[src/srm_pkg.sv]
package srm_pkg;

    localparam int OP_W      = 3;
    localparam int REG_IDX_W = 8;
    localparam int WORD_W    = 32;
    localparam int STATUS_W  = 3;

    localparam int REG_COUNT_DEF = 8;
    localparam int MEM_WORDS_DEF = 256;

    typedef enum logic [OP_W-1:0] {
        OP_ADD   = 3'd0,
        OP_SUB   = 3'd1,
        OP_MOV   = 3'd2,
        OP_LOAD  = 3'd3,
        OP_STORE = 3'd4,
        OP_START = 3'd5,
        OP_EXIT  = 3'd6,
        OP_DISC  = 3'd7
    } t_op;

    typedef enum logic [STATUS_W-1:0] {
        ST_OK           = 3'd0,
        ST_NOT_STARTED  = 3'd1,
        ST_BAD_REG      = 3'd2,
        ST_BAD_ADDR     = 3'd3,
        ST_DISC_REFUSED = 3'd4,
        ST_TERMINATE    = 3'd5
    } t_status;

    typedef enum logic [2:0] {
        S_CLEAR,
        S_IDLE,
        S_EXEC,
        S_RD_B,
        S_WB,
        S_DONE
    } t_state;

endpackage

[src/srm_ram.sv]
module srm_ram import srm_pkg::*; #(
    parameter int WIDTH = WORD_W,
    parameter int DEPTH = REG_COUNT_DEF,
    localparam int AW = (DEPTH > 1) ? $clog2(DEPTH) : 1
) (
    input  logic             i_clk,
    input  logic             i_we,
    input  logic [AW-1:0]    i_waddr,
    input  logic [WIDTH-1:0] i_wdata,
    input  logic [AW-1:0]    i_raddr,
    output logic [WIDTH-1:0] o_rdata
);

    logic [WIDTH-1:0] r_mem [DEPTH];
    logic [WIDTH-1:0] r_rdata;

    always_ff @(posedge i_clk) begin
        if (i_we) begin
            r_mem[i_waddr] <= i_wdata;
        end
        r_rdata <= r_mem[i_raddr];
    end

    assign o_rdata = r_rdata;

endmodule

[config.mk]
export PLATFORM = sky130hd
export DESIGN_NAME = srm_ram
export DESIGN_NICKNAME = d
export VERILOG_FILES = /design/src/srm_pkg.sv /design/src/srm_ram.sv
export SDC_FILE = /design/constraint.sdc
export NUM_CORES = 1
export LEC_CHECK = 0
export ABC_CLOCK_PERIOD_IN_PS = 2880
export CAP_MARGIN = 5
export CELL_PAD_IN_SITES_DETAIL_PLACEMENT = 1
export CELL_PAD_IN_SITES_GLOBAL_PLACEMENT = 1
export CORE_MARGIN = 10
export CORE_UTILIZATION = 40
export DETAILED_ROUTE_END_ITERATION = 10
export DONT_BUFFER_PORTS = 1
export PLACE_DENSITY = 0.64
export SYNTH_ARGS = -nofsm -noshare
export SYNTH_HDL_FRONTEND = slang
export SYNTH_SLANG_ARGS = --single-unit
[constraint.sdc]
create_clock -name i_clk -period 2.88 [get_ports i_clk]
set_clock_uncertainty 0.05 [all_clocks]
set_input_delay 0 -clock i_clk [delete_from_list [all_inputs] [get_ports i_clk]]
set_output_delay 0 -clock i_clk [all_outputs]
set_load 0.005 [all_outputs]
-- Word-level counts from Yosys, hierarchy flattened
Memory sizes are Yosys's and may differ from the RTL's. A register that Yosys moved wholly into a read port is not among the register bits.
Cells that the tools add are included.
- multiplexer cells: 2
- operators by type and width (operator ; number):
    two-way mux 1 bit ; 2
- bits in registers: 0
- memory bits (writable): 256
- input bits: 40
- memories: 1
- memories (name ; depth ; bits a word ; read ports ; clocked after Yosys merged registers in ; write ports ; RTL line ; text):
    r_mem ; 8 ; 32 ; 1 ; 1 ; 1 ; srm_ram.sv:14 ; logic [WIDTH-1:0] r_mem [DEPTH];

-- Logic depth before layout (Yosys ltp)
Gate-level depths: netlist of the first run.
- depth after elaboration: 2
- depth in mapped cells: 4
- mapped depth without buffers: 2

-- Worst setup path after synthesis of the first run
Ideal clock, no wire load.
- path type: in2reg
- start point: in i_waddr[2]
- end point: mem r_mem[0][0] (netlist name) (enable)
- data arrival time: 2.386 ns
- required time: 2.369 ns
- slack: -0.017 ns
- stages: 2
- path buffers: 0
- cells stage by stage: nand2b_1 > nor3_1
- RTL lines (element ; RTL line ; text):
    start: declaration ; srm_ram.sv:8 ; input logic [AW-1:0] i_waddr,
    end: declaration ; srm_ram.sv:14 ;
Straight into the memory's write port.

==> results.toml, run 1 <==
[clocking]
cts_tree = "built"
clock_sinks = 288
cts_htree_levels = 1
ctsResizeCount = 0
clk_pin_slew_ns = 0.06
cts-buffers-inserted = 30
clock-root-buffer = "clkbuf_16"
clockBufferDepth = 3
clk_latency_ns = 0.54
hold_buffers = 43
cts_setup_buffers = 0

[floorplanning]
core_area_mm2 = 0.0259
die_area_mm2 = 0.0330
start_util_pct = 40.4
rows = 59
io_pins = 72
die_w_um = 182
die_h_um = 182

[synth]
synth_edf_count = 256
yosys_warnings = 0
ys_seq_elements = 288
synth_fp_nets = 455
synth_seq_area_share_pct = 79.6
synthArstFlopShare_pct = 0
synthTopCellsByCount = "edfxtp_1 (256), mux4_1 (40), dfxtp_1 (32), mux2_2 (32), mux4_2 (24)"
yosys_most_used_dff = "edfxtp_1"
synth_area_mm2 = 0.0105
yosys-top-cells-area = "edfxtp_1 (73%), mux4_1 (10%), dfxtp_1 (6.1%)"
ys_types = 13
synthCells = 415
avgSynthCellArea_um2 = 25.2
yosys.area.top_type_share_pct = 73.4
synth.most_common_cell = "edfxtp_1"
synth_area_leader_cell = "edfxtp_1"

[power_and_ir_drop]
leakagePower_nw = 4.07
power_density_mw_per_mm2 = 736
vdd_drop_max_mv = 0.617

[final_layout]
drive_above_1_share_pct = 24.4
final_util_pct = 47.8
nNetsFinal = 520
fillers = 2227
post_layout_nonfiller_instances = 840
syn2layout_area_growth_pct = 18.3

[route]
dr.pass1.iters = 4
drc = 0
ant_nets = 0
via_per_inst = 5.27
totalWireLength_mm = 21.4
drtIter0Drc = 281
wire_per_inst_um = 25.4
dr_total_vias = 4427

[setup_path]
end_kind = "flop"
cp.arrival_ns = 2.75
cpPeakStageDelay_ns = 0.57
cp_top_family = "buffers and inverters"
cp_cell_sequence = "mux4_2 -> dlygate4sd3_1 -> mux2_2 -> dlygate4sd3_1"
path_common_cell = "dlygate4sd3_1"
path_class = "reg -> reg"
crit_fanout = 1
critPathLaunchType = "flop"
critPathBufInv = 2
critPathRequiredTime_ns = 3.26
cp_slowest_cell = "dlygate4sd3_1"

[run_status]
status = "finished, final reports clean"

[global_route]
use_met1_pct = 16.4
grt_pass1_wl_mm = 32.1
grt_use_total_pct = 12.6
grt_max_degree = 63
grt_antenna_before_repair = 1
grt_pass1_vias = 4940
grtUsageMet3_pct = 2.88
grt_remaining_overflow = 0
busiest_layer = "met2"
grt_use_met2_pct = 21.0

[place]
post-place-cells = 740
io_buffers = 0
dp_slack_ns = 1.12
dp_hpwl_mm = 11.9
place.gp.congestion = 0.719

[sta]
report.final.hold_viol_count = 0
rsz0062_at_grt = "false"
finalSetupViolations = 0
relSlewSlack_pct = 24.8
drv_slew = 0
fin_tns_setup_ns = 0
period_share_pct = 82.3
max_freq_mhz = 422
fin_ws_ns = 0.511
tightest_slew_ns = 1.12
period_minus_slack_ns = 2.37

[run]
maxCapViolCount = 0

[hold_path]
min_path_type = "in -> reg"
final cells by class:
cell class / count / area (um2) / share of cell area [%]
diodes: 1 / 2.50 / 0.0202
clock buffers: 41 / 873 / 7.05
clock inverters: 15 / 150 / 1.21
multi-input cells: 109 / 2070 / 16.7
flip-flops and latches: 288 / 8330 / 67.3
well taps: 335 / 419 / 3.39
repair buffers: 51 / 536 / 4.33
through the flow:
stage	power [W]	cell area, um2	hold WS [ns]
after global routing	0.00944	12400	0.0401
after CTS	0.00922	12400	0.0112
after global placement	0.00511	10900	0.0494
after detailed placement	0.00513	10900	0.0494
final	0.00911	12400	0.0275
after floorplan	0.00508	10500	0.0489
cell usage in the layout (no fill, tap or decap), types with 2 or more instances in the layout:
| master | Yosys | final |
|---|---|---|
| buf_16 | 0 | 2 |
| buf_4 | 0 | 8 |
| bufinv_16 | 0 | 3 |
| clkbuf_1 | 1 | 4 |
| clkbuf_16 | 0 | 31 |
| clkbuf_8 | 0 | 6 |
| clkinv_1 | 0 | 4 |
| clkinv_2 | 0 | 6 |
| clkinvlp_4 | 0 | 2 |
| dfxtp_1 | 32 | 32 |
| dlygate4sd3_1 | 0 | 40 |
| edfxtp_1 | 256 | 256 |
| mux2_2 | 32 | 32 |
| mux4_1 | 40 | 40 |
| mux4_2 | 24 | 24 |
| nand2_1 | 2 | 2 |
| nand2b_1 | 3 | 3 |
| nor2_4 | 0 | 6 |
metal layers:
metal,wire (um),part of all wire (%)
met5,0,0
met4,257,1.2
met3,1010,4.7
met2,10700,50
met1,9360,44
power breakdown:
group / total, W / switching [W] / internal (W)
clock network: 0.00392 / 0.00155 / 0.00238
logic: 0.000408 / 0.000205 / 0.000203
registers: 0.00478 / 0.0000598 / 0.00472
logic make-up after synthesis:
logic type / count (synthesis) / share of synthesized area (%)
DFF: 288 / 79.6
buffers and inverters: 18 / 1.22
muxes: 96 / 18.6
and+or+nand+nor: 13 / 0.562
path summary, 6_finish.rpt:
path	cells after the start	to	slack, ns	start
max	4	o_rdata[11]	0.51	r_mem[0][11]
min	2	r_mem[2][21]	0.03	i_waddr[1]
max reg2reg	4	o_rdata[11]	0.51	r_mem[0][11]
min reg2reg	2	o_rdata[20]	0.64	r_mem[0][20]
sequential cells by signal, summed over array words and instances (netlist names):
name / flops
o_rdata: 32
r_mem: 256
No activity file was read; power rests on OpenSTA's default activity.
==> run 2: changes to the inputs <==
ABC_CLOCK_PERIOD_IN_PS = 1950   (was 2880)
clock period = 1.95 ns   (was 2.88 ns; I/O delays follow)
==> run 2 against run 1 <==
  * Core utilization rose by 1.5 points
  * Combinational power rose by 62%
  * Routed wire length fell by 1.7%
  * Setup slack got worse by 0.44 ns
  * Sequential power rose by 48%
  * Worst hold slack improved by 0.0019 ns
  * Highest routed layer is now met5
  * Die area did not move
==> results.toml, run 2 (synthesis gave the netlist of run 1 again) <==
[run]
maxCapViolCount = 0

[final_layout]
drive_above_1_share_pct = 23.1
regMostFlops = "r_mem"
nNetsFinal = 550
layout_commonest_cell = "edfxtp_1"
final_area_mm2 = 0.0128
syn2layout_area_growth_pct = 21.9
largest_reg_flops = 256
post_layout_nonfiller_instances = 869
layout_common_cells = "edfxtp_1 (256), dlygate4sd3_1 (66), mux4_1 (40)"

[floorplanning]
core_area_mm2 = 0.0259
die_area_mm2 = 0.0330
io_pins = 72
die_w_um = 182
die_h_um = 182
rows = 59
start_util_pct = 40.4

[global_route]
grt_max_degree = 63
grt_remaining_overflow = 0
grt_use_total_pct = 12.5
grt_pass1_vias = 4989
grt_pass1_wl_mm = 31.9
grt_antenna_before_repair = 2

[setup_path]
crit_fanout = 1
end_kind = "flop"
cp.arrival_ns = 2.25
path_class = "reg -> reg"
critPathLaunchType = "flop"
critPathRequiredTime_ns = 2.33
r2r_cells = 3

[route]
totalWireLength_mm = 21.0
ant_nets = 0
wire_per_inst_um = 24.1
drc = 0
drtIter0Drc = 274
dr_total_vias = 4506
via_per_inst = 5.19
dr.pass1.iters = 6

[hold_path]
whs_path_depth = 2
min_path_type = "in -> reg"

[sta]
max_freq_mhz = 533
fin_ws_ns = 0.0732
timing.hold.ws_ns = 0.0294
finalSetupViolations = 0
rsz0062_at_grt = "false"
period_share_pct = 96.2
report.final.hold_viol_count = 0
period_minus_slack_ns = 1.88
drv_slew = 0
fin_tns_setup_ns = 0
tightest_slew_ns = 0.518
relSlewSlack_pct = 65.4

[clocking]
clk_pin_slew_ns = 0.06
clockBufferDepth = 3
cts-buffers-inserted = 29
ctsResizeCount = 0
clk_latency_ns = 0.54
clock_sinks = 288
cts_htree_levels = 1
clock-root-buffer = "clkbuf_16"
cts_tree = "built"

[place]
place_area_mm2 = 0.0110
dp_hpwl_mm = 10.9
dp_slack_ns = 0.600
place.gp.congestion = 0.663
io_buffers = 0
post-place-cells = 745

[power_and_ir_drop]
leakagePower_nw = 4.22
power_density_mw_per_mm2 = 1050
vdd_drop_max_mv = 0.862

[run_status]
status = "finished, final reports clean"
[run 2: layout make-up]
cell class | instances | area [um2]
well taps | 335 | 419
multi-input cells | 109 | 2080
clock inverters | 11 | 155
clock buffers | 43 | 838
fillers | 2228 | 13100
diodes | 1 | 2.50
repair buffers | 82 | 941
flip-flops and latches | 288 | 8330
[run 2: stage by stage]
stage | power, W | utilization [%]
5_1_grt | 0.0139 | 49.3
3_5_place_dp | 0.00758 | 42.5
3_3_place_gp | 0.00757 | 42.5
2_1_floorplan | 0.00751 | -
6_report | 0.0134 | 49.3
4_1_cts | 0.0135 | 49.2
[run 2: timing repair]
item                      in CTS  in global routing
hold endpoints to repair     406                  0
buffers inserted               0                  0
hold buffers                  69                  0
[run 2: worst max-delay path, stage by stage, from the launching register on]
cell and delay (ns):
edfxtp_1 0.37, mux4_1 0.50, dlygate4sd3_1 0.58, mux2_2 0.26
[run 2: path summary, 6_finish.rpt]
| path | end | startpoint | slack (ns) |
|---|---|---|---|
| setup / recovery | o_rdata[11] | r_mem[3][11] | 0.07 |
| hold / removal | r_mem[5][9] | i_waddr[2] | 0.03 |
| setup reg to reg | o_rdata[11] | r_mem[3][11] | 0.07 |
| hold reg to reg | o_rdata[25] | r_mem[5][25] | 0.63 |
[run 2: per-layer routing]
metal	GRT usage, %	share of wire [%]	vias to the layer above
li1	-	-	1984
met1	15.9	43	2396
met2	21.2	50	94
met3	3.30	5.3	30
met4	2.77	1.7	2
met5	0	0.033	-
[run 2: power by group]
group	switching, W	leakage [nW]	internal, W
logic	0.000291	1.14	0.000368
registers	0.0000863	2.60	0.00697
clock network	0.00217	0.487	0.00349
